## src/rtl/core/cossim_pkg.sv

```systemverilog
`default_nettype none
// ----------------------------------------------------------------------------
// cossim_pkg
// Shared types and constants for the streaming cosine similarity block.
// ----------------------------------------------------------------------------
package cossim_pkg;

  localparam int unsigned ElemW = 24;
  localparam int unsigned DotW  = 54;
  localparam int unsigned NormW = 53;
  localparam int unsigned CosW  = 16;

  // Finished accumulator set handed from front to back.
  typedef struct packed {
    logic [DotW-1:0]  dot;
    logic [NormW-1:0] norm_a;
    logic [NormW-1:0] norm_b;
  } acc_set_t;

  typedef enum logic [2:0] {
    ST_IDLE,
    ST_MUL,
    ST_CHECK,
    ST_DIV,
    ST_SQRT,
    ST_FIN
  } back_state_e;

  localparam logic [16:0] QOne    = 17'd32768;
  localparam logic [15:0] CosMaxP = 16'h7fff;

endpackage
`default_nettype wire

```

## src/rtl/core/cossim_front.sv

```systemverilog
`default_nettype none
// ----------------------------------------------------------------------------
// cossim_front
// Accepts element pairs, accumulates dot and norm sums, pushes a set on last.
// ----------------------------------------------------------------------------
module cossim_front (
  input  wire                             clk_i,
  input  wire                             rst_ni,
  input  wire  [cossim_pkg::ElemW-1:0]    a_value_i,
  input  wire  [cossim_pkg::ElemW-1:0]    b_value_i,
  input  wire                             last_i,
  input  wire                             in_valid_i,
  output logic                            in_ready_o,
  output logic                            push_o,
  output cossim_pkg::acc_set_t            push_data_o,
  input  wire                             push_ready_i
);
  import cossim_pkg::*;

  logic                    s_valid_q;
  logic signed [ElemW-1:0] a_q, b_q;
  logic                    last_q;
  logic [DotW-1:0]         dot_q, dot_d;
  logic [NormW-1:0]        na_q, na_d, nb_q, nb_d;
  logic signed [47:0]      ab, aa, bb;
  logic                    advance;

  always_comb begin
    ab    = a_q * b_q;
    aa    = a_q * a_q;
    bb    = b_q * b_q;
    dot_d = dot_q + {{(DotW-48){ab[47]}}, ab};
    na_d  = na_q + {{(NormW-48){1'b0}}, aa};
    nb_d  = nb_q + {{(NormW-48){1'b0}}, bb};
  end

  // A last pair waits here until the queue has room.
  assign advance     = s_valid_q && (!last_q || push_ready_i);
  assign in_ready_o  = !s_valid_q || advance;
  assign push_o      = s_valid_q && last_q && push_ready_i;
  assign push_data_o = '{dot: dot_d, norm_a: na_d, norm_b: nb_d};

  always_ff @(posedge clk_i or negedge rst_ni) begin
    if (!rst_ni) begin
      s_valid_q <= 1'b0;
      dot_q     <= '0;
      na_q      <= '0;
      nb_q      <= '0;
    end else begin
      if (in_ready_o) begin
        s_valid_q <= in_valid_i;
      end
      if (advance) begin
        if (last_q) begin
          dot_q <= '0;
          na_q  <= '0;
          nb_q  <= '0;
        end else begin
          dot_q <= dot_d;
          na_q  <= na_d;
          nb_q  <= nb_d;
        end
      end
    end
  end

  always_ff @(posedge clk_i) begin
    if (in_ready_o && in_valid_i) begin
      a_q    <= a_value_i;
      b_q    <= b_value_i;
      last_q <= last_i;
    end
  end

endmodule
`default_nettype wire

```

## config.mk

```make
export PLATFORM = sky130hd
export DESIGN_NAME = cossim_front
export DESIGN_NICKNAME = d
export VERILOG_FILES = /design/src/rtl/core/cossim_pkg.sv /design/src/rtl/core/cossim_front.sv
export SDC_FILE = /design/constraint.sdc
export NUM_CORES = 2
export LEC_CHECK = 0
export BUFFER_PORTS_ARGS = -buffer_cell sky130_fd_sc_hd__buf_2
export CELL_PAD_IN_SITES_DETAIL_PLACEMENT = 0
export CELL_PAD_IN_SITES_GLOBAL_PLACEMENT = 2
export CORE_ASPECT_RATIO = 0.75
export CORE_MARGIN = 3
export CORE_UTILIZATION = 46
export CTS_CLUSTER_DIAMETER = 30
export DETAILED_ROUTE_END_ITERATION = 8
export PLACE_DENSITY_LB_ADDON = 0.15
export SETUP_SLACK_MARGIN = 0.15
export SLEW_MARGIN = 10
export SYNTH_ARGS = -nofsm -noshare
export SYNTH_HDL_FRONTEND = slang
export SYNTH_SLANG_ARGS = --single-unit
```

## constraint.sdc

```tcl
create_clock -name clk_i -period 21.9 [get_ports clk_i]
set_input_delay 2.19 -clock clk_i [delete_from_list [all_inputs] [get_ports clk_i]]
set_output_delay 2.19 -clock clk_i [all_outputs]
set_load 0.05 [all_outputs]
```

; ---- Word level (Yosys, flattened, before mapping)
; Cells that the tools add are included.
[totals]
latchBits = 0
mem_bits_ro = 0
n_memories = 0
ram_bits = 0
inputBits = 53
out_inout_bits = 162
ff_bits = 210
[op_classes]
n_mux = 3
bitwise = 0
mul = 3
n_lt_le_gt_ge = 0
n_eq_ne = 0
reduce_logical = 8
n_shift = 0
n_div = 0
addsub = 3
[op_table]
columns = operator, count
row1 = 24-bit by 24-bit multiplier with 48-bit output, 3
row2 = 53-bit by 48-bit adder with 53-bit output, 2
row3 = 53-bit 2-to-1 mux, 2
row4 = 54-bit adder, 1
row5 = 54-bit 2-to-1 mux, 1
row6 = 1-bit logical AND, 4
row7 = 1-bit logical NOT, 2
row8 = 1-bit logical OR, 2

; ---- Longest topological paths before layout
[depth]
depth_word = 5
depth_mapped = 41
mapped_depth_nobuf = 39

; ---- Worst setup path after synthesis
; OpenSTA, ideal clock, no wires.
[synth_timing]
path_kind = flip-flop to output port
startpoint = reg a_q[23]
endpoint = out push_data_o[159] (netlist bit)
path_stages_with_launch = 39
required_ps = 19710
arrival_time_ps = 9531
n_path_buf = 2
setup_slack_ps = 10179
cell_sequence = edfxtp_1 > clkbuf_1 > clkbuf_1 > nand2_1 > inv_1 > fa_1 > fa_1 > inv_1 > fa_1 > inv_1 > fa_1 > fa_1 > fa_1 > inv_1 > fa_1 > inv_1 > ha_1 > and3_1 > [3 not listed] > a31oi_1 > o31ai_1 > o31a_1 > a41oi_1 > a21oi_1 > a311oi_1 > xnor2_1 > ha_1 > a21o_1 > nand2_1 > nand2_1 > a21oi_1 > o21ai_0 > a22o_1 > a311o_1 > a21oi_1 > xor2_1 > xnor2_1
[synth_lines]
columns = element, line_no
row1 = start: declaration, cossim_front.sv:21  ; logic signed [ElemW-1:0] a_q, b_q;
row2 = start signal: assignment, cossim_front.sv:69  ; a_q <= a_value_i;
row3 = end: declaration, cossim_front.sv:15  ; output cossim_pkg::acc_set_t push_data_o,

==> results.toml <==
[global_route]
grt_first_pass_wirelength_mm = 329.2
antenna_found_initial = 2
track_usage_pct = 25.63
grt_pass1_vias = 57020
grt_max_degree = 101
grt.overflow.total = 0

[synth]
synthFlopType = "dfrtp_1"
synthCells = 7847
synth.distinct_cells = 83
yosys.area.top_type = "fa_1"
syn-cell-area_sq_um = 73660
synth.ff_latch_count = 210
synth_seq_area_share_pct = 7.467
syn_area_per_cell_sq_um = 9.387
yosys_warnings = 0
synth-edff-count = 49
synth_top_cell_area_share_pct = 46.80
synth_nets = 10200
async_reset_ff_share_pct = 76.67
synthTopCellsByArea = "fa_1, inv_1, ha_1"

[placement]
io_buffers = 214
gp_congestion = 0.8932
hpwl_mm = 161.2

[clock_network]
clk_pin_slew_ns = 0.04
cts_setup_buffers = 0
cts_num_sinks = 210
cts_tree = "built"
cts_hold_buf = 0
cts_root_buf = "clkbuf_16"
clk_path_buf_depth = 3
cts-buffers-inserted = 80
cts_resized = 0
cts_max_level = 3
clk_latency_ns = 0.71

[routing]
wl_met1_mm = 96.70
wl_mm = 202.3
top_layer_used = "met4"
vias = 52690
dr_wl_met3_mm = 11.77
vias_per_cell = 5.213
drt-pass1-iter-count = 5
post-route-drc-count = 0
wire_per_inst_microns = 20.01
ant_nets = 0
drt_iter0_markers = 2923
route.met2.wl_mm = 90.66

[die]
ioPinCount = 215
core_area_sq_um = 158300
die_w_microns = 468.1
start_util_pct = 46.54
die-height_microns = 352.5
die_area_sq_um = 165000
rows = 126

[hold_path]
hold_end = "dot_q[2]$_DFFE_PN0P_"
hold_path.class = "flip-flop to flip-flop"
holdPathStages = 2
hp-start = "dot_q[2]$_DFFE_PN0P_"

[timing]
fmax_mhz = 69.44
rsz0062_at_grt = "no"
relSlewSlack_pct = 9.117
hold_slack_ns = 0.4726
slew_violations = 0
worst_slew_pin_slew_ns = 1.363
period_share_pct = 65.76
setup_violations = 0
tns_ns = 0
min_period_ns = 14.40
hold_viol = 0
fin_skew_ns = 0.02650

[worst_setup_path]
path_max_fanout = 43
start_kind = "flip-flop"
cp.required_ns = 19.71
cp_common_cell = "fa_1"
r2r_cells = 36
critPathKind = "flip-flop to primary output"
worstReg2RegStart = "a_q[10]$_DFFE_PP_"
cp_slowest_cell = "a21oi_2"
arrival_ns = 12.21
r2r_slack_ns = 10.45
end_kind = "primary output"
r2r-end = "na_q[52]$_DFFE_PN0P_"
critical-path-max-stage-delay_ns = 0.82

[cells_and_area]
syn_to_final_growth_pct = 8.176
fin_nets = 10280
fill_cells = 15080
antenna_cells = 0
drive_gt1_share_pct = 5.754

[run_status]
status = "finished clean"

[flow_run]
cap_viol_max_count = 0
worst max path at each step:
| stage | start | endpoint | slack, ns |
|---|---|---|---|
| after floorplan | a_q[23]$_DFFE_PP_ | push_data_o[159] | 10.18 |
| after global placement | a_q[10]$_DFFE_PP_ | push_data_o[104] | 8.31 |
| after detailed placement | a_q[10]$_DFFE_PP_ | push_data_o[105] | 8.22 |
| after CTS | a_q[10]$_DFFE_PP_ | push_data_o[105] | 7.47 |
| after global routing | a_q[10]$_DFFE_PP_ | push_data_o[105] | 6.65 |
| final | a_q[10]$_DFFE_PP_ | push_data_o[105] | 7.50 |
through the flow:
step / worst slack, ns / area [sq um] / utilization [%] / instances
after floorplan: 10.18 / 73660 / - / 7847
after global placement: 8.311 / 76950 / 48.61 / 9959
after detailed placement: 8.224 / 76960 / 48.62 / 9960
after CTS: 7.475 / 79680 / 50.34 / 10110
after global routing: 6.653 / 79680 / 50.34 / 10110
final: 7.499 / 79680 / 50.34 / 10110
flip-flops by register name (all words and copies together), names as in the netlist:
signal / flops
last_q: 1
a_q: 24
s_valid_q: 1
na_q: 53
nb_q: 53
dot_q: 54
b_q: 24
layer usage:
layer  vias to the layer above  GRT usage, %
met2                      1131         39.24
met5                         -             0
li1                      23900             -
met4                         0         4.132
met1                     27500         38.71
met3                       162         4.392
critical path: cells and delay by family, from the launching register on:
family	cells	cell delay, ns
fa+ha+maj	9	4.17
buf+inv	7	1.48
compound gates	10	3.41
simple gates	8	1.69
xor+xnor	2	0.38
flops	1	0.31
cells by family after synthesis:
| kind of cell | count (synthesis) | synth area share [%] |
|---|---|---|
| fa+ha+maj | 2301 | 56.64 |
| mux | 6 | 0.08493 |
| buf+inv | 2279 | 11.62 |
| xor+xnor | 328 | 3.900 |
| simple gates | 1744 | 11.21 |
| compound gates | 979 | 9.086 |
| flops | 210 | 7.467 |
placed cells by master, fill, tap and decap left out, types with 12 or more instances in the layout:
cell and count:
nand2b_1 40, fa_1 1722, nor3_1 27, buf_4 87
a211oi_1 26, o211ai_1 18, o21ai_0 145, buf_2 213
a22o_1 142, and2_1 441, nand3_1 58, clkbuf_1 19
nand4_1 33, clkinv_1 13, o21a_1 44, clkinv_2 15
clkbuf_16 80, a21o_1 157, a31oi_1 34, ha_1 579
edfxtp_1 49, nor2b_1 50, clkbuf_8 14, o31ai_1 12
o21bai_1 43, a21oi_1 252, nor2_1 230, dfrtp_1 161
xor2_1 102, xnor2_1 226, nand2_1 797, inv_1 1968
and3_1 35
cell usage after synthesis, drive strengths merged, types with 6 or more instances:
| cell type | n |
|---|---|
| a2111oi | 6 |
| a211o | 8 |
| a211oi | 30 |
| a21boi | 6 |
| a21o | 157 |
| a21oi | 253 |
| a221o | 8 |
| a22o | 142 |
| a31oi | 35 |
| and2 | 442 |
| and3 | 36 |
| buf | 9 |
| clkbuf | 292 |
| clkinv | 9 |
| dfrtp | 161 |
| edfxtp | 49 |
| fa | 1722 |
| ha | 579 |
| inv | 1969 |
| nand2 | 797 |
| nand2b | 40 |
| nand3 | 58 |
| nand4 | 33 |
| nor2 | 233 |
| nor2b | 50 |
| nor3 | 27 |
| o211ai | 18 |
| o21a | 44 |
| o21ai | 153 |
| o21bai | 43 |
| o31a | 6 |
| o31ai | 12 |
| or3 | 8 |
| xnor2 | 226 |
| xor2 | 102 |
cell type report:
cell class | count | area, sq um | area share (%)
Inverter | 1978 | 7425 | 9.318
Sequential cell | 210 | 5500 | 6.903
Multi-Input combinational cell | 5358 | 59640 | 74.85
Clock inverter | 35 | 469.2 | 0.5889
Timing Repair Buffer | 302 | 1753 | 2.200
Clock buffer | 112 | 2252 | 2.826
Tap cell | 2112 | 2643 | 3.316
Power is left out: the tool's default activity adds up to more than one toggle a clock period on the data nets, which glitch-free logic cannot reach.
