==> config.mk <==
export PLATFORM = sky130hd
export DESIGN_NAME = cossim_fifo
export DESIGN_NICKNAME = d
export VERILOG_FILES = /design/src/rtl/core/cossim_pkg.sv /design/src/rtl/core/cossim_fifo.sv
export SDC_FILE = /design/constraint.sdc
export NUM_CORES = 1
export LEC_CHECK = 0
export ABC_AREA = 1
export BUFFER_PORTS_ARGS = -buffer_cell sky130_fd_sc_hd__buf_4
export CAP_MARGIN = 30
export CORE_UTILIZATION = 35
export DETAILED_ROUTE_END_ITERATION = 6
export GPL_TIMING_DRIVEN = 0
export PLACE_DENSITY_LB_ADDON = 0.1
export SLEW_MARGIN = 20
export SYNTH_ARGS = -nofsm -noshare
export SYNTH_HDL_FRONTEND = slang
export SYNTH_SLANG_ARGS = --single-unit
export TNS_END_PERCENT = 100
==> constraint.sdc <==
create_clock -name clk_i -period 10.81 [get_ports clk_i]
set_input_delay 0.5405 -clock clk_i [delete_from_list [all_inputs] [get_ports clk_i]]
set_output_delay 0.5405 -clock clk_i [all_outputs]
set_load 0.05 [all_outputs]
==> src/rtl/core/cossim_pkg.sv <==
`default_nettype none
// ----------------------------------------------------------------------------
// cossim_pkg
// Shared types and constants for the streaming cosine similarity block.
// ----------------------------------------------------------------------------
package cossim_pkg;

  localparam int unsigned ElemW = 24;
  localparam int unsigned DotW  = 54;
  localparam int unsigned NormW = 53;
  localparam int unsigned CosW  = 16;

  // Finished accumulator set handed from front to back.
  typedef struct packed {
    logic [DotW-1:0]  dot;
    logic [NormW-1:0] norm_a;
    logic [NormW-1:0] norm_b;
  } acc_set_t;

  typedef enum logic [2:0] {
    ST_IDLE,
    ST_MUL,
    ST_CHECK,
    ST_DIV,
    ST_SQRT,
    ST_FIN
  } back_state_e;

  localparam logic [16:0] QOne    = 17'd32768;
  localparam logic [15:0] CosMaxP = 16'h7fff;

endpackage
`default_nettype wire

==> src/rtl/core/cossim_fifo.sv <==
`default_nettype none
// ----------------------------------------------------------------------------
// cossim_fifo
// Short queue of finished accumulator sets between front and back.
// ----------------------------------------------------------------------------
module cossim_fifo #(
  parameter int unsigned DEPTH = 2
) (
  input  wire                   clk_i,
  input  wire                   rst_ni,
  input  wire                   push_i,
  input  cossim_pkg::acc_set_t  push_data_i,
  output logic                  push_ready_o,
  input  wire                   pop_i,
  output cossim_pkg::acc_set_t  pop_data_o,
  output logic                  pop_valid_o
);
  import cossim_pkg::*;

  localparam int unsigned PtrW = (DEPTH > 1) ? $clog2(DEPTH) : 1;
  localparam int unsigned CntW = $clog2(DEPTH + 1);

  acc_set_t            mem_q [DEPTH];
  logic [PtrW-1:0]     wr_q, rd_q;
  logic [CntW-1:0]     cnt_q;
  logic                do_push, do_pop;

  assign push_ready_o = (cnt_q != CntW'(DEPTH));
  assign pop_valid_o  = (cnt_q != '0);
  assign pop_data_o   = mem_q[rd_q];
  assign do_push      = push_i && push_ready_o;
  assign do_pop       = pop_i && pop_valid_o;

  always_ff @(posedge clk_i or negedge rst_ni) begin
    if (!rst_ni) begin
      wr_q  <= '0;
      rd_q  <= '0;
      cnt_q <= '0;
    end else begin
      if (do_push) begin
        wr_q <= (wr_q == PtrW'(DEPTH - 1)) ? '0 : wr_q + 1'b1;
      end
      if (do_pop) begin
        rd_q <= (rd_q == PtrW'(DEPTH - 1)) ? '0 : rd_q + 1'b1;
      end
      if (do_push && !do_pop) begin
        cnt_q <= cnt_q + 1'b1;
      end else if (do_pop && !do_push) begin
        cnt_q <= cnt_q - 1'b1;
      end
    end
  end

  always_ff @(posedge clk_i) begin
    if (do_push) begin
      mem_q[wr_q] <= push_data_i;
    end
  end

endmodule
`default_nettype wire

* Word-level counts from Yosys, hierarchy flattened
Memory sizes are Yosys's and may differ from the RTL's.
Index checks and enable logic that the tools add are counted.
** Operators by class
- Bitwise logic cells :: 0
- Add/sub/neg operators :: 4
- Muxes and demuxes :: 6
- Shift-type cells :: 0
- Reductions and logical operators :: 8
- Div/mod/pow operators :: 0
- Magnitude comparators :: 0
- Multiply operators :: 0
- Equal/unequal tests :: 1
** Operators with widths (number)
- logical AND 1 bit :: 4
- two-way mux 1 bit :: 4
- two-way mux 2 bit :: 2
- nonzero test 2 bit :: 2
- adder 1 bit, second input constant :: 2
- adder 2 x 1 -> 2 bit, second input constant :: 1
- logical NOT 1 bit :: 2
- inequality test 2 bit, second input constant :: 1
- subtractor 2 x 1 -> 2 bit, second input constant :: 1
** Word-level totals
- ROM bits :: 0
- Register bits after elaboration :: 4
- Memories :: 1
- Bits in latches :: 0
- RAM bits :: 320
- Output and inout bits :: 162
** Memories
- mem_q :: words 2, width 160, read ports 1, clocked after memory_dff 0, write ports 1, RTL line cossim_fifo.sv:23 : acc_set_t mem_q [DEPTH];

* Depth between registers and ports, before layout
Gate-level depths: netlist (run 1).
- Word-level depth :: 6
- Mapped depth :: 10

* Worst setup path after synthesis (run 1)
No wires, ideal clock.
- Path type :: register to register
- Start point :: reg cnt_q[0]
- End point :: mem mem_q[0][0] in the netlist's numbering (enable)
- Library setup time :: 0.683 ns
- Data required time :: 10.127 ns
- Arrival time :: 7.662 ns
- Clock period less this slack :: 8.345 ns
- Cell stages (with the launch flop) :: 5
- Buffers on the path :: 0
- Setup slack :: 2.465 ns
- Cell sequence :: dfrtp_1 > inv_1 > nand2_1 > nand2_1 > nor2_1
** Between the ends
- Longest elaborated chain between the ends :: 4
** Ends and longest elaborated chain
- start: declaration :: RTL line cossim_fifo.sv:25 : logic [CntW-1:0] cnt_q;
- start signal: assignment :: RTL line cossim_fifo.sv:47 : cnt_q <= cnt_q + 1'b1;
- start signal: assignment :: RTL line cossim_fifo.sv:49 : cnt_q <= cnt_q - 1'b1;
- inequality test 2 bit :: RTL line cossim_fifo.sv:28 : assign push_ready_o = (cnt_q != CntW'(DEPTH));
- net push_ready_o :: RTL line cossim_fifo.sv:13 : output logic push_ready_o,
- logical AND 1 bit :: RTL line cossim_fifo.sv:31 : assign do_push = push_i && push_ready_o;
- two-way mux 1 bit :: RTL line cossim_fifo.sv:55 : if (do_push) begin
- two-way mux 1 bit (not written as such) :: RTL line cossim_fifo.sv:56 : mem_q[wr_q] <= push_data_i;
- end: declaration :: RTL line cossim_fifo.sv:23
The timed path passes the listed nets, and every way through them passes these cells.

==> out/metrics.cfg, run 1 <==
[cts]
cts_resized=0
clkSinkCount=324
clk_pin_slew_ps=60
post-cts-setup-buffers=0
h-tree-depth=2
clkLatencyLatePin_ps=510
cts_buffer_depth=3
root_buffer=clkbuf_16
numCtsBuffers=35
cts_tree=done

[finish]
nets=1407
fillCellCount=2972
layout-drive-gt1-share_pct=33.1
syn2layout_area_growth_pct=37.1
stdcell_area_um2=16300

[grt]
grt_max_degree=25
track_usage_pct=15.3
grt-ovfl-total=0
antenna_found_initial=1
grt_pass1_vias=7029
grt_pass1_wl_um=39800

[pwr]
pwr-share-seq_pct=32.0
power.density_nw_per_um2=339
net-switching-power_mw=2.43
p_sw_share_pct=44.1
ir_drop_mv=0.163
combPwrFrac_pct=48.2
clkPwrFrac_pct=19.8
leakagePower_nw=6.91
internal_power_mw=3.09

[logic_synthesis]
syn-instance-count=864
ys_ff_latch=324
postSynthAreaPerCell_um2=13.7
synth_fp_nets=1029
synthesis.area_um2=11900
synth_top_cell_by_area=edfxtp_1
yosysMostFrequentCell=nand2_1
synth-edff-count=320
netlist.area_leader.share_pct=80.9
ys.flop_type=edfxtp_1
seq_area_frac_synth_pct=81.8
yosys-top-cells-area=edfxtp_1, nand2_1, buf_6, buf_2, dfrtp_1
yosysWarnings=0
yosys.cell_types.count=14
synth_common_cells=nand2_1, edfxtp_1, buf_2
synthArstFlopShare_pct=1.23

[floorplanning]
die_y_um=186
core_um2=33400
die-area_um2=34700
start_util_pct=35.5
die_x_um=186
num_rows=67
io_pins=326

[run_status]
status=completed

[routing]
drc=0
vias_per_cell=4.30
via_count=7362
wl_per_cell_um=16.1
detail-route-antenna-nets=0
dr.pass1.iters=4
drtIter0Drc=300
drt-total-wl_um=27500

[place]
dp_hpwl_um=18900
placed_area_um2=15200
port_buffers=325
place_congestion=0.699

[sta]
rsz0062_at_grt=no
setup-tns-final_ps=0
period_minus_slack_ps=2440
final_hold_viol_count=0
clock.fmax_mhz=410
maxSlewViolCount=0
finalClockSkew_ps=18.9
finalSetupViolations=0
finalCritPeriodShare_pct=22.6
maxSlewHeadroom_pct=62.0
tightestPinTransition_ps=569

[worst_setup_path]
crit_fanout=10
startpoint_type=flip-flop
arrival_ps=1900
cp-end-kind=primary output
worstPathRequired_ps=10270
criticalPathCategory=flip-flop to primary output

[run]
drv_cap=0

[min_path]
hp-class=input port to flip-flop

## logic make-up (layout without fill, tap and decap cells)
group | after synthesis | in the layout | synth area share [%]
xor gates and xnor gates | 2 | 2 | 0.148
adders and majority gates | 1 | 1 | 0.105
buffers and inverters | 42 | 442 | 2.31
DFF | 324 | 324 | 81.8
other | 0 | 1 | 0
and+or+nand+nor | 495 | 495 | 15.7
## power groups by stage
stage               Sequential (mW)  Clock [mW]  Combinational (mW)
floorplan                      1.87           0                1.75
global placement               1.94           0                2.60
detailed placement             1.79           0                2.70
CTS                            1.77        1.13                2.71
global route                   1.79        1.17                2.84
finish                         1.77        1.09                2.66
## flip-flops by register name, summed over array words and instances, names as in the netlist
name,cells
mem_q,320
cnt_q,2
rd_q,1
wr_q,1
## final cells by class
type | count | area (µm²) | area share, %
timing repair buffer | 341 | 2790 | 17.1
clock buffer | 49 | 971 | 5.96
tap | 448 | 561 | 3.44
sequential | 324 | 9710 | 59.6
multi-input combinational | 498 | 1910 | 11.7
inverter | 7 | 28.8 | 0.177
antenna | 1 | 2.50 | 0.0154
buffer | 35 | 245 | 1.51
clock inverter | 10 | 66.3 | 0.407
## critical path, stage by stage (launching register included)
cell,delay (ps)
dfrtp_1,320
buf_4,170
buf_4,230
buf_2,280
nand2_1,70
nand2_1,100
buf_4,210
## cell usage in the layout (no fill, tap or decap)
| cell | n |
|---|---|
| nand4_1 | 1 |
| nor2_4 | 2 |
| xor2_1 | 1 |
| inv_1 | 6 |
| diode_2 | 1 |
| clkinv_1 | 7 |
| bufinv_16 | 1 |
| xnor2_1 | 1 |
| buf_6 | 10 |
| clkbuf_1 | 12 |
| nand2_1 | 490 |
| nand3_1 | 2 |
| edfxtp_1 | 320 |
| buf_12 | 10 |
| buf_4 | 328 |
| clkbuf_16 | 37 |
| buf_2 | 22 |
| dlygate4sd3_1 | 1 |
| ha_1 | 1 |
| inv_4 | 1 |
| clkinv_2 | 2 |
| buf_16 | 5 |
| dfrtp_1 | 4 |
## final timing paths
check                            startpoint              end  depth (start not counted)  slack [ps]
min reg2reg                        cnt_q[1]         cnt_q[1]                          2         510
min                        push_data_i[111]    mem_q[0][111]                          1         210
max in group asynchronous            rst_ni             wr_q                          2       10300
max reg2reg                        cnt_q[0]     mem_q[0][72]                          8        8490
min in group asynchronous            rst_ni             rd_q                          2         410
max                                    rd_q  pop_data_o[102]                          6        8370
## layer usage
layer,global-route usage [%],share of wire [%],wire (µm),vias to the layer above
met5,0,0,0,-
met4,4.59,1.9,509,0
met3,6.89,13,3460,38
met2,24.0,46,12500,256
met1,19.1,40,11000,3395
li1,-,-,-,3673
## timing repair
action,in CTS,in global routing
hold endpoints to repair,4,0
hold buffers,1,0
endpoints found under the setup margin,0,0
## through the flow
step / cells / utilization (%) / total power [mW] / setup slack, ps / hold WS (ps)
floorplan: 864 / - / 3.62 / 2470 / 245
global placement: 1637 / 44.5 / 4.54 / -2070 / 344
detailed placement: 1652 / 45.5 / 4.50 / 8410 / 342
CTS: 1712 / 48.7 / 5.60 / 8280 / 188
global route: 1712 / 48.7 / 5.80 / 8230 / 189
finish: 1713 / 48.7 / 5.52 / 8370 / 215
(Power assumes the default switching activity.)
==> run 2: changes to the inputs <==
- ABC_AREA: 1 -> 0
- clock period: 10.81 -> 2.45 ns (I/O delays scaled with it)
==> out/metrics.cfg, run 2 <==
[routing]
detail-route-antenna-nets=0
dr.pass1.iters=4
drtIter0Drc=311
wl_per_cell_um=17.3
drc=0
vias_per_cell=4.37
drt-total-wl_um=26500
via_count=6688

[logic_synthesis]
yosys-top-cells-area=edfxtp_1, mux2_4, mux2_2, buf_6, dfrtp_1
syn-instance-count=516
ys.flop_type=edfxtp_1
synth_fp_nets=681
synth_top_family_by_area=multiplexers
synth_common_cells=edfxtp_1, mux2_4, mux2_2
muxShareOfSynthArea_pct=17.7
postSynthAreaPerCell_um2=23.5
seq_area_frac_synth_pct=80.2
synth_top_cell_by_area=edfxtp_1
synth-edff-count=320
yosysWarnings=0
synth_simple_gate_area_share_pct=0.279
yosys.cell_types.count=15
synth_compound_gate_area_share_pct=0
synthArstFlopShare_pct=1.23
ys_ff_latch=324
synth_xor_area_share_pct=0.362
synthesis.area_um2=12100
yosysMostFrequentCell=edfxtp_1
synthAdderAreaFrac_pct=0.103
netlist.area_leader.share_pct=79.4

[floorplanning]
die-area_um2=35300
core_um2=33800
io_pins=326
die_x_um=188
start_util_pct=35.8
die_y_um=188
num_rows=67

[sta]
clock.fmax_mhz=486
tightestPinTransition_ps=546
finalSetupViolations=0
finalClockSkew_ps=13.5
timing.final.ws_setup_ps=391
period_minus_slack_ps=2060
maxSlewViolCount=0
rsz0062_at_grt=no
maxSlewHeadroom_pct=63.5
hold_slack_ps=351
final_hold_viol_count=0
finalCritPeriodShare_pct=84.1

[grt]
grt_pass1_wl_um=40800
grt_pass1_vias=7455
grt-ovfl-total=0
grt_max_degree=52
track_usage_pct=14.9
antenna_found_initial=4

[pwr]
net-switching-power_mw=9.27
internal_power_mw=14.8
pwr-share-seq_pct=32.6
p_sw_share_pct=38.5
leakagePower_nw=7.12
combPwrFrac_pct=45.8
clkPwrFrac_pct=21.5
power.density_nw_per_um2=1320
ir_drop_mv=0.777

[worst_setup_path]
crit_family=simple AND/OR/NAND/NOR gates
cp_num_buf_inv=2
reg2reg_depth=4
cp-end-kind=flip-flop
path_cells=nand2b_4 > and3_4 > buf_12 > buf_16
startpoint_type=flip-flop
slowest_delay_ps=480
criticalPathCategory=flip-flop to flip-flop
cp_slowest_cell=and3_4
worstPathRequired_ps=2610
regToRegEndpoint=mem_q[1][53]
r2r_start=cnt_q[0]
startpoint=cnt_q[0]
reg2reg_setup_slack_ps=390
arrival_ps=2220
crit_fanout=51

[cts]
cts_tree=done
numCtsBuffers=37
clk_pin_slew_ps=60
root_buffer=clkbuf_16
h-tree-depth=2
clkLatencyLatePin_ps=500
holdBufCountCts=164
post-cts-setup-buffers=0
cts_resized=0
clkSinkCount=324
cts_buffer_depth=3

[place]
port_buffers=325
place_ws_ps=396
dp_hpwl_um=18000
place_congestion=0.777
placed_area_um2=15400

[finish]
regMostFlops=mem_q
largest_reg_flops=320
syn2layout_area_growth_pct=50.6
largestRegisters=mem_q: 320 flops, cnt_q: 2 flops
stdcell_area_um2=18200
final_common_cell=buf_4
layout_common_cells=buf_4, edfxtp_1, dlygate4sd3_1
layout-drive-gt1-share_pct=52.8
nets=1221

[min_path]
hold_path_depth=2
hp-class=input port to flip-flop
hold_end=mem_q[0][149]
worstHoldStart=push_data_i[149]

[run]
drv_cap=0

[run_status]
status=completed

-- run 2: cell types whose count changed in the layout (fill, tap and decap cells not counted), moves of 3 or more --
cell           delta
buf_16            +4
mux2_2           +70
buf_2            -15
buf_12            -8
clkbuf_1          -6
clkinv_2          +4
nand2_1         -489
diode_2           +3
dlygate4sd3_1   +163
mux2_4           +90
bufinv_16         +3
buf_4             -3
inv_1             -5
-- run 2: how the worst max path moves through the flow --
stage	end	slack [ps]	depth (start not counted)
after floorplan	mem_q[0][0]	-1070	3
after detailed placement	mem_q[1][56]	400	4
after global placement	mem_q[0][56]	-2270	3
after global routing	mem_q[1][57]	260	4
after CTS	pop_data_o[49]	340	5
final	mem_q[1][53]	390	4
-- run 2: layout make-up --
type                            count  area (µm²)
Sequential cell                   324        9710
Clock buffer                       43         948
Antenna cell                        4        10.0
Tap cell                          448         561
Multi-Input combinational cell    173        2260
Timing Repair Buffer              501        4380
Buffer                             18         159
Inverter                            1        3.75
Fill cell                        2717       15600
Clock inverter                     19         196
-- run 2: logic make-up (layout without fill, tap and decap cells) --
family                   after synthesis  in the layout
flip-flops                           324            324
multiplexers                         160            160
buffers and inverters                 19            582
AND/OR/NAND/NOR                        7              7
XOR/XNOR                               5              5
adder cells (fa/ha/maj)                1              1
other                                  0              4
-- run 2: worst reg2reg max path, stage by stage, from the launching register on --
cell and delay [ps]:
dfrtp_1 410, nand2b_4 180, and3_4 480, buf_12 290, buf_16 310
-- run 2: per-stage QoR --
step	instances	setup TNS [ps]	total power, mW	util (%)
6_report	1531	0	24.1	54.0
2_1_floorplan	516	-275120	15.7	-
3_3_place_gp	1289	-613890	18.6	44.8
5_1_grt	1531	0	25.0	54.0
3_5_place_dp	1301	0	18.9	45.7
4_1_cts	1527	0	24.4	53.9
-- run 2: power groups by stage --
| stage | logic [mW] | registers, mW | clock network (mW) |
|---|---|---|---|
| finish | 11.0 | 7.85 | 5.19 |
| global route | 11.5 | 7.97 | 5.55 |
| CTS | 11.2 | 7.87 | 5.35 |
| detailed placement | 10.9 | 7.98 | 0 |
| global placement | 10.5 | 8.10 | 0 |
| floorplan | 7.70 | 7.98 | 0 |
-- run 2: metal layers --
metal | track usage, % | vias up | share of wire, %
met2 | 25.8 | 243 | 49
met5 | 0 | - | 0
met1 | 17.6 | 3265 | 41
met4 | 4.10 | 0 | 1.8
li1 | - | 3141 | -
met3 | 5.00 | 39 | 7.7
