`src/rtl/core/cossim_pkg.sv`:
```
`default_nettype none
// ----------------------------------------------------------------------------
// cossim_pkg
// Shared types and constants for the streaming cosine similarity block.
// ----------------------------------------------------------------------------
package cossim_pkg;

  localparam int unsigned ElemW = 24;
  localparam int unsigned DotW  = 54;
  localparam int unsigned NormW = 53;
  localparam int unsigned CosW  = 16;

  // Finished accumulator set handed from front to back.
  typedef struct packed {
    logic [DotW-1:0]  dot;
    logic [NormW-1:0] norm_a;
    logic [NormW-1:0] norm_b;
  } acc_set_t;

  typedef enum logic [2:0] {
    ST_IDLE,
    ST_MUL,
    ST_CHECK,
    ST_DIV,
    ST_SQRT,
    ST_FIN
  } back_state_e;

  localparam logic [16:0] QOne    = 17'd32768;
  localparam logic [15:0] CosMaxP = 16'h7fff;

endpackage
`default_nettype wire

```
`src/rtl/core/cossim_back.sv`:
```
`default_nettype none
// ----------------------------------------------------------------------------
// cossim_back
// Sequential unit: norm product, square, long division, square root, result.
// ----------------------------------------------------------------------------
module cossim_back (
  input  wire                          clk_i,
  input  wire                          rst_ni,
  input  cossim_pkg::acc_set_t         pop_data_i,
  input  wire                          pop_valid_i,
  output logic                         pop_o,
  output logic [cossim_pkg::CosW-1:0]  cosine_o,
  output logic                         out_valid_o,
  input  wire                          out_ready_i
);
  import cossim_pkg::*;

  back_state_e      state_q, state_d;
  logic [4:0]       cnt_q;
  logic [NormW-1:0] na_q, nb_q;
  logic [DotW-1:0]  mag_q, mag_in;
  logic             neg_q;
  logic [107:0]     acc_q, acc_d, p_q, m2_q, rem_q, rem2, pp_sh;
  logic [31:0]      f_q;
  logic [19:0]      rs_q, rs, trial;
  logic [15:0]      root_q;
  logic [16:0]      q_q;
  logic [53:0]      opx, opy, pp;
  logic [26:0]      px, py;
  logic             div_ge, sq_ge, out_load;
  logic             out_valid_q;
  logic [CosW-1:0]  cos_q, res;

  assign mag_in = pop_data_i.dot[DotW-1] ? (~pop_data_i.dot + 1'b1) : pop_data_i.dot;

  // Shared 27x27 multiplier, four partial products per multiplication.
  always_comb begin
    opx = cnt_q[2] ? mag_q : {1'b0, na_q};
    opy = cnt_q[2] ? mag_q : {1'b0, nb_q};
    px  = cnt_q[0] ? opx[53:27] : opx[26:0];
    py  = cnt_q[1] ? opy[53:27] : opy[26:0];
    pp  = px * py;
    case (cnt_q[1:0])
      2'd0:    pp_sh = {54'b0, pp};
      2'd3:    pp_sh = {pp, 54'b0};
      default: pp_sh = {27'b0, pp, 27'b0};
    endcase
    acc_d  = acc_q + pp_sh;
    rem2   = {rem_q[106:0], 1'b0};
    div_ge = (rem2 >= p_q);
    rs     = {rs_q[17:0], f_q[31:30]};
    trial  = {2'b0, root_q, 2'b01};
    sq_ge  = (rs >= trial);
    if (neg_q) begin
      res = CosW'(~q_q + 1'b1);
    end else begin
      res = (q_q > {1'b0, CosMaxP}) ? CosMaxP : q_q[CosW-1:0];
    end
  end

  always_comb begin
    state_d = state_q;
    unique case (state_q)
      ST_IDLE:  if (pop_valid_i) state_d = ST_MUL;
      ST_MUL:   if (cnt_q == 5'd7) state_d = ST_CHECK;
      ST_CHECK: begin
        if (p_q == '0 || m2_q >= p_q) state_d = ST_FIN;
        else state_d = ST_DIV;
      end
      ST_DIV:   if (cnt_q == '0) state_d = ST_SQRT;
      ST_SQRT:  if (cnt_q == '0) state_d = ST_FIN;
      ST_FIN:   if (!out_valid_q || out_ready_i) state_d = ST_IDLE;
      default:  state_d = ST_IDLE;
    endcase
  end

  always_comb begin
    pop_o    = (state_q == ST_IDLE) && pop_valid_i;
    out_load = (state_q == ST_FIN) && (!out_valid_q || out_ready_i);
  end

  always_ff @(posedge clk_i or negedge rst_ni) begin
    if (!rst_ni) begin
      state_q     <= ST_IDLE;
      out_valid_q <= 1'b0;
    end else begin
      state_q <= state_d;
      if (out_load) begin
        out_valid_q <= 1'b1;
      end else if (out_ready_i) begin
        out_valid_q <= 1'b0;
      end
    end
  end

  always_ff @(posedge clk_i) begin
    unique case (state_q)
      ST_IDLE: begin
        cnt_q <= '0;
        acc_q <= '0;
        na_q  <= pop_data_i.norm_a;
        nb_q  <= pop_data_i.norm_b;
        mag_q <= mag_in;
        neg_q <= pop_data_i.dot[DotW-1];
      end
      ST_MUL: begin
        acc_q <= (cnt_q[1:0] == 2'd3) ? '0 : acc_d;
        if (cnt_q == 5'd3) p_q <= acc_d;
        if (cnt_q == 5'd7) m2_q <= acc_d;
        cnt_q <= cnt_q + 1'b1;
      end
      ST_CHECK: begin
        rem_q  <= m2_q;
        cnt_q  <= 5'd31;
        rs_q   <= '0;
        root_q <= '0;
        if (p_q == '0) q_q <= '0;
        else q_q <= QOne;
      end
      ST_DIV: begin
        rem_q <= div_ge ? (rem2 - p_q) : rem2;
        f_q   <= {f_q[30:0], div_ge};
        cnt_q <= (cnt_q == '0) ? 5'd15 : cnt_q - 1'b1;
      end
      ST_SQRT: begin
        rs_q   <= sq_ge ? (rs - trial) : rs;
        root_q <= {root_q[14:0], sq_ge};
        f_q    <= {f_q[29:0], 2'b00};
        cnt_q  <= cnt_q - 1'b1;
        if (cnt_q == '0) q_q <= ({1'b0, root_q[14:0], sq_ge} + 17'd1) >> 1;
      end
      ST_FIN: begin
        if (out_load) cos_q <= res;
      end
      default: cnt_q <= '0;
    endcase
  end

  assign cosine_o    = cos_q;
  assign out_valid_o = out_valid_q;

  a_rem_below: assert property (@(posedge clk_i) disable iff (!rst_ni)
    (state_q == ST_DIV) |-> (rem_q < p_q))
    else $error("division remainder not below divisor");
  a_pop_idle: assert property (@(posedge clk_i) disable iff (!rst_ni)
    pop_o |=> (state_q == ST_MUL))
    else $error("pop without starting a job");
  a_q_range: assert property (@(posedge clk_i) disable iff (!rst_ni)
    (state_q == ST_FIN) |-> (q_q <= QOne))
    else $error("magnitude out of range");
  a_out_hold: assert property (@(posedge clk_i) disable iff (!rst_ni)
    (out_valid_q && !out_ready_i) |=> (out_valid_q && $stable(cos_q)))
    else $error("result word dropped while stalled");

endmodule
`default_nettype wire

```
`config.mk`:
```
export PLATFORM = sky130hd
export DESIGN_NAME = cossim_back
export DESIGN_NICKNAME = d
export VERILOG_FILES = /design/src/rtl/core/cossim_pkg.sv /design/src/rtl/core/cossim_back.sv
export SDC_FILE = /design/constraint.sdc
export NUM_CORES = 2
export LEC_CHECK = 0
export BUFFER_PORTS_ARGS = -buffer_cell sky130_fd_sc_hd__clkbuf_2
export CORE_ASPECT_RATIO = 0.7
export CORE_MARGIN = 1.5
export CORE_UTILIZATION = 66
export CTS_BUF_LIST = sky130_fd_sc_hd__clkbuf_4
export DETAILED_ROUTE_END_ITERATION = 6
export GPL_TIMING_DRIVEN = 0
export PLACE_DENSITY = 0.89
export RECOVER_POWER = 50
export SYNTH_ARGS = -nofsm -noshare
export SYNTH_HDL_FRONTEND = slang
export SYNTH_SLANG_ARGS = --single-unit
```
`constraint.sdc`:
```
create_clock -name clk_i -period 21.9 [get_ports clk_i]
set_input_delay 4.38 -clock clk_i [delete_from_list [all_inputs] [get_ports clk_i]]
set_output_delay 4.38 -clock clk_i [all_outputs]
set_load 0.005 [all_outputs]
```
=== Word level (Yosys, flattened, before mapping) ===
Index checks and enable logic that the tools add are counted.

* Add/sub/neg operators: 8
* Multipliers: 1
* $lt $le $gt $ge: 4
* Equal/unequal tests: 13
* Mux-type cells: 30
* Bitwise gates (word level): 2
* Reduce and logical (&&, ||, !) cells: 19

{| class="wikitable"
|+ Operators by type and width
! operator !! count
|-
| $pmux 108 s2 || 2
|-
| $ge 108x108->1 || 2
|-
| $pmux 107 s2 || 1
|-
| $add 108x108->108 || 1
|-
| $logic_not 108->1 || 1
|-
| $mux 108 || 1
|-
| $mux 54 || 2
|-
| $mux 107 || 1
|-
| $sub 107x107->107 || 1
|-
| $pmux 32 s2 || 1
|-
| $add 54x1->54 const B || 1
|-
| $mul 27x27->54 || 1
|-
| $mux 27 || 2
|-
| $not 54->54 || 1
|-
| $mux 53 || 1
|-
| $mux 16 || 3
|-
| $pmux 18 s2 || 1
|-
| $pmux 17 s2 || 1
|-
| $pmux 16 s2 || 1
|-
| $pmux 5 s5 || 1
|-
| $ge 20x18->1 || 1
|-
| $mux 18 || 1
|-
| $mux 3 || 6
|-
| $pmux 3 s6 || 1
|-
| 26 further kinds || 42
|}

* Bits in registers: 700
* Input bits: 164
* Output and inout port bits: 18
* Logic and storage cells: 94

=== Depth between registers and ports, before layout ===
* Depth after elaboration: 7
* Gate-level depth with buffers: 47
* Mapped depth without buffers: 43

=== Least setup slack after synthesis ===
No wires, ideal clock.

* Kind: reg2out
* Start: register state_q[1]
* End: output port pop_o
* Arrival time: 12.484 ns
* Required time: 17.520 ns
* Slack: 5.036 ns
* Cell stages (with the launch flop): 4
* Buffers on the path: 1
* Cells stage by stage: dfrtp_1 clkbuf_1 nor3_1 and2_1

* Cells in the longest elaborated chain, start to end: 2

{| class="wikitable"
|+ RTL lines
! item !! line !! RTL
|-
| start: declaration || cossim_back.sv:18 || <nowiki>back_state_e state_q, state_d;</nowiki>
|-
| start signal: assignment || cossim_back.sv:87 || <nowiki>state_q <= state_d;</nowiki>
|-
| $logic_not 3->1 || cossim_back.sv:78 || <nowiki>pop_o = (state_q == ST_IDLE) && pop_valid_i;</nowiki>
|-
| $logic_and 1x1->1 || cossim_back.sv:78 ||
|-
| end: declaration || cossim_back.sv:11 || <nowiki>output logic pop_o,</nowiki>
|}

No other way between the ends.

=== Worst setup path in the final report ===
* Start: register cnt_q[1]
* End: register acc_q[105] (data pin)

* Cells in the longest elaborated chain, start to end: 6
* Elaborated cells between the ends (all ways): 8
* Classes of those cells: add/sub (1); mul (1); eq/ne (1); mux (4); reduce/logical (1)

{| class="wikitable"
|+ RTL lines
! item !! line !! RTL
|-
| start: declaration || cossim_back.sv:19 || <nowiki>logic [4:0] cnt_q;</nowiki>
|-
| start signal: assignment || cossim_back.sv:110 || <nowiki>cnt_q <= cnt_q + 1'b1;</nowiki>
|-
| start signal: assignment || cossim_back.sv:123 || <nowiki>cnt_q <= (cnt_q == '0) ? 5'd15 : cnt_q - 1'b1;</nowiki>
|-
| start signal: assignment || cossim_back.sv:129 || <nowiki>cnt_q <= cnt_q - 1'b1;</nowiki>
|-
| $mux 27 || cossim_back.sv:41 || <nowiki>py = cnt_q[1] ? opy[53:27] : opy[26:0];</nowiki>
|-
| $mul 27x27->54 || cossim_back.sv:42 || <nowiki>pp = px * py;</nowiki>
|-
| $pmux 108 s2 * || cossim_back.sv:43 || <nowiki>case (cnt_q[1:0])</nowiki>
|-
| $add 108x108->108 * || cossim_back.sv:48 || <nowiki>acc_d = acc_q + pp_sh;</nowiki>
|-
| net acc_d[105] || cossim_back.sv:23 || <nowiki>logic [107:0] acc_q, acc_d, p_q, m2_q, rem_q, rem2, pp_sh;</nowiki>
|-
| $mux 108 * || cossim_back.sv:107 || <nowiki>acc_q <= (cnt_q[1:0] == 2'd3) ? '0 : acc_d;</nowiki>
|-
| $pmux 108 s2 * || cossim_back.sv:97 || <nowiki>unique case (state_q)</nowiki>
|-
| end signal: assignment || cossim_back.sv:107 ||
|-
| end: declaration || cossim_back.sv:23 ||
|}

The timed path passes the listed nets; every way through them passes the cells marked *.
A chain may end at the register's enable or synchronous reset.

==> impl_metrics.env <==
export IMPL_die_y_um=275
export IMPL_place_port_buffers=181
export IMPL_antenna_found_initial=11
export IMPL_h_tree_depth=4
export IMPL_yosysSeqAreaShare=0.300
export IMPL_gp_congestion=1.13
export IMPL_cts_setup_buffers=0
export IMPL_setup_tns_ns=0
export IMPL_track_usage=0.433
export IMPL_min_path_type="register to register"
export IMPL_chipWidth_um=392
export IMPL_crit_top_cell="fa_1"
export IMPL_hold_violations=0
export IMPL_netlist_top_cells_area="edfxtp_1, fa_1, ha_1"
export IMPL_min_to="rem_q[6]"
export IMPL_hp_start="m2_q[6]"
export IMPL_worstReg2RegStart="cnt_q[1]"
export IMPL_layout_commonest_cell="nand2_1"
export IMPL_cp_start_kind="register"
export IMPL_dieArea_sq_um=108000
export IMPL_cp_arrival_ns=18.24
export IMPL_slowest_delay_ns=1.02
export IMPL_cp_required_ns=22.89
export IMPL_fin_crit_ns=17.24
export IMPL_yosys_area_top_type="edfxtp_1"
export IMPL_drc=37
export IMPL_period_share=0.787
export IMPL_clk_path_buf_depth=3
export IMPL_synth_top_cell_area_share=0.299
export IMPL_slowest_stage="buf_1"
export IMPL_nNetsFinal=9191
export IMPL_final_cell_mix="nand2_1, inv_1, edfxtp_1"
export IMPL_skew_ns=0.116
export IMPL_syn_to_final_growth_pct=7.03
export IMPL_rsz0062_at_grt="no"
export IMPL_wl_um=236000
export IMPL_core_area_sq_um=105000
export IMPL_grt_first_pass_wirelength_um=348000
export IMPL_avgSynthCellArea_sq_um=9.35
export IMPL_via_per_inst=6.51
export IMPL_worst_hold_path_num_cells=2
export IMPL_drt_iter0_drc=8399
export IMPL_root_buffer="clkbuf_4"
export IMPL_cts_hold_buf=0
export IMPL_status="finished with violations"
export IMPL_setup_viol=0
export IMPL_clock_latency_ns=1.17
export IMPL_synth_edff_count=695
export IMPL_yosysUniqueCellTypes=91
export IMPL_worst_path_max_fanout=10
export IMPL_cts_buffers=166
export IMPL_cts_clk_slew_worst_paths_ns=0.08
export IMPL_timing_rr_end="acc_q[105]"
export IMPL_critPathKind="register to register"
export IMPL_clock_sinks=699
export IMPL_async_flop_share=0.00572
export IMPL_dp_hpwl_um=192000
export IMPL_timing_fmax_mhz=58.0
export IMPL_boundaryPins=182
export IMPL_cts_resized=0
export IMPL_cts_tree="built"
export IMPL_nFillCells=7984
export IMPL_overflow=0
export IMPL_wl_per_cell_um=25.1
export IMPL_netlist_area_sq_um=69900
export IMPL_drv_cap=13
export IMPL_maxSlewHeadroom=-1.68
export IMPL_fin_hold_ws_ns=0.536
export IMPL_reg2regPathDepth=40
export IMPL_synth_seq_cells=699
export IMPL_rows=99
export IMPL_ys_warn_count=0
export IMPL_worstMarginPinSlew_ns=4.02
export IMPL_start_util=0.668
export IMPL_postRouteAntennaNets=0
export IMPL_ys_flop_type="edfxtp_1"
export IMPL_r2r_slack_ns=4.66
export IMPL_syn_num_nets=8809
export IMPL_violations="DRC, capacitance limit, slew limit"
export IMPL_slew_viol_final=395
export IMPL_grt_pass1_vias=58200
export IMPL_first_pass_iters=7
export IMPL_vias=61200
export IMPL_drive_gt1_frac=0.0717
export IMPL_grt_max_degree=69
export IMPL_synthCells=7472
export IMPL_critPathCaptureType="register"
-- worst max-delay path by stage --
stage | start | to | slack [ns] | cells past startpoint
3_5_place_dp | cnt_q[1] | acc_q[105] | 5.77 | 41
5_1_grt | cnt_q[1] | acc_q[89] | 4.66 | 40
6_report | cnt_q[1] | acc_q[105] | 4.66 | 40
2_1_floorplan | state_q[1] | pop_o | 5.04 | 3
4_1_cts | cnt_q[1] | acc_q[105] | 5.77 | 43
3_3_place_gp | state_q[0] | pop_o | 0.47 | 5
-- registers in the layout (all words and copies together), names as in the netlist --
register,flops
p_q,108
f_q,32
nb_q,53
rem_q,107
mag_q,54
q_q,16
state_q,3
root_q,16
cosine_o,16
out_valid_o,1
cnt_q,5
acc_q,108
neg_q,1
na_q,53
m2_q,108
rs_q,18
-- cells by family (layout without fill, tap and decap cells) --
group           after synthesis  in the layout  synth area share
flops                       699            699             0.300
mux                         129            129            0.0232
buf+inv                    1329           1826            0.0726
other cells                   0             17                 0
fa+ha+maj                  1173           1173             0.277
compound gates             1510           1510             0.134
xor+xnor                    334            334            0.0419
simple gates               2298           2298             0.151
-- routing by layer --
metal	share of wire	vias to the layer above	GRT usage	wire length [um]
met3	0.19	678	0.236	44500
met1	0.39	29500	0.599	91000
met2	0.39	4747	0.575	92400
li1	-	26200	-	-
met5	0.0018	-	0.0377	425
met4	0.032	14	0.131	7550
-- final cells by class --
type | count | area, sq um | area share
Multi-Input combinational cell | 5444 | 43900 | 0.587
Clock inverter | 64 | 340 | 0.00455
Inverter | 973 | 3650 | 0.0488
Antenna cell | 17 | 42.5 | 0.000569
Clock buffer | 219 | 1640 | 0.0220
Buffer | 356 | 1420 | 0.0190
Timing Repair Buffer | 214 | 1060 | 0.0142
Sequential cell | 699 | 21000 | 0.280
Tap cell | 1414 | 1770 | 0.0237
-- critical path, delay by kind of cell, from the launching register on --
family                     cells  cell delay, ns
buffers and inverters          9            4.06
xor gates and xnor gates       2            1.15
adders and majority gates      9            4.77
muxes                          1            0.41
AOI/OAI and AO/OA             11            3.17
DFF                            1            0.78
and+or+nand+nor                8            2.70
-- Yosys cell counts (all sizes together) (35+ instances only) --
| library cell | count |
|---|---|
| o21ai | 398 |
| clkbuf | 289 |
| xnor2 | 221 |
| a21o | 174 |
| a22o | 40 |
| xor2 | 113 |
| o21bai | 71 |
| nor3 | 75 |
| ha | 547 |
| nand3 | 71 |
| fa | 626 |
| buf | 67 |
| a21oi | 500 |
| nand2b | 35 |
| nor2b | 37 |
| o31ai | 54 |
| nand4 | 136 |
| inv | 973 |
| and2 | 233 |
| mux2i | 73 |
| nor4 | 54 |
| and3 | 40 |
| nor2 | 500 |
| nand2 | 1022 |
| edfxtp | 695 |
| o21a | 64 |
-- stage by stage --
step / cells / util / setup WS (ns) / area (sq um)
finish: 9400 / 0.715 / 4.66 / 74800
global route: 9389 / 0.715 / 4.66 / 74700
CTS: 9379 / 0.717 / 5.77 / 75000
detailed placement: 9096 / 0.698 / 5.77 / 73000
global placement: 9067 / 0.694 / 0.474 / 72500
floorplan: 7472 / - / 5.04 / 69900
Power is not shown: default switching activity piles up to over one toggle a cycle in this logic, so the estimate is an artifact.
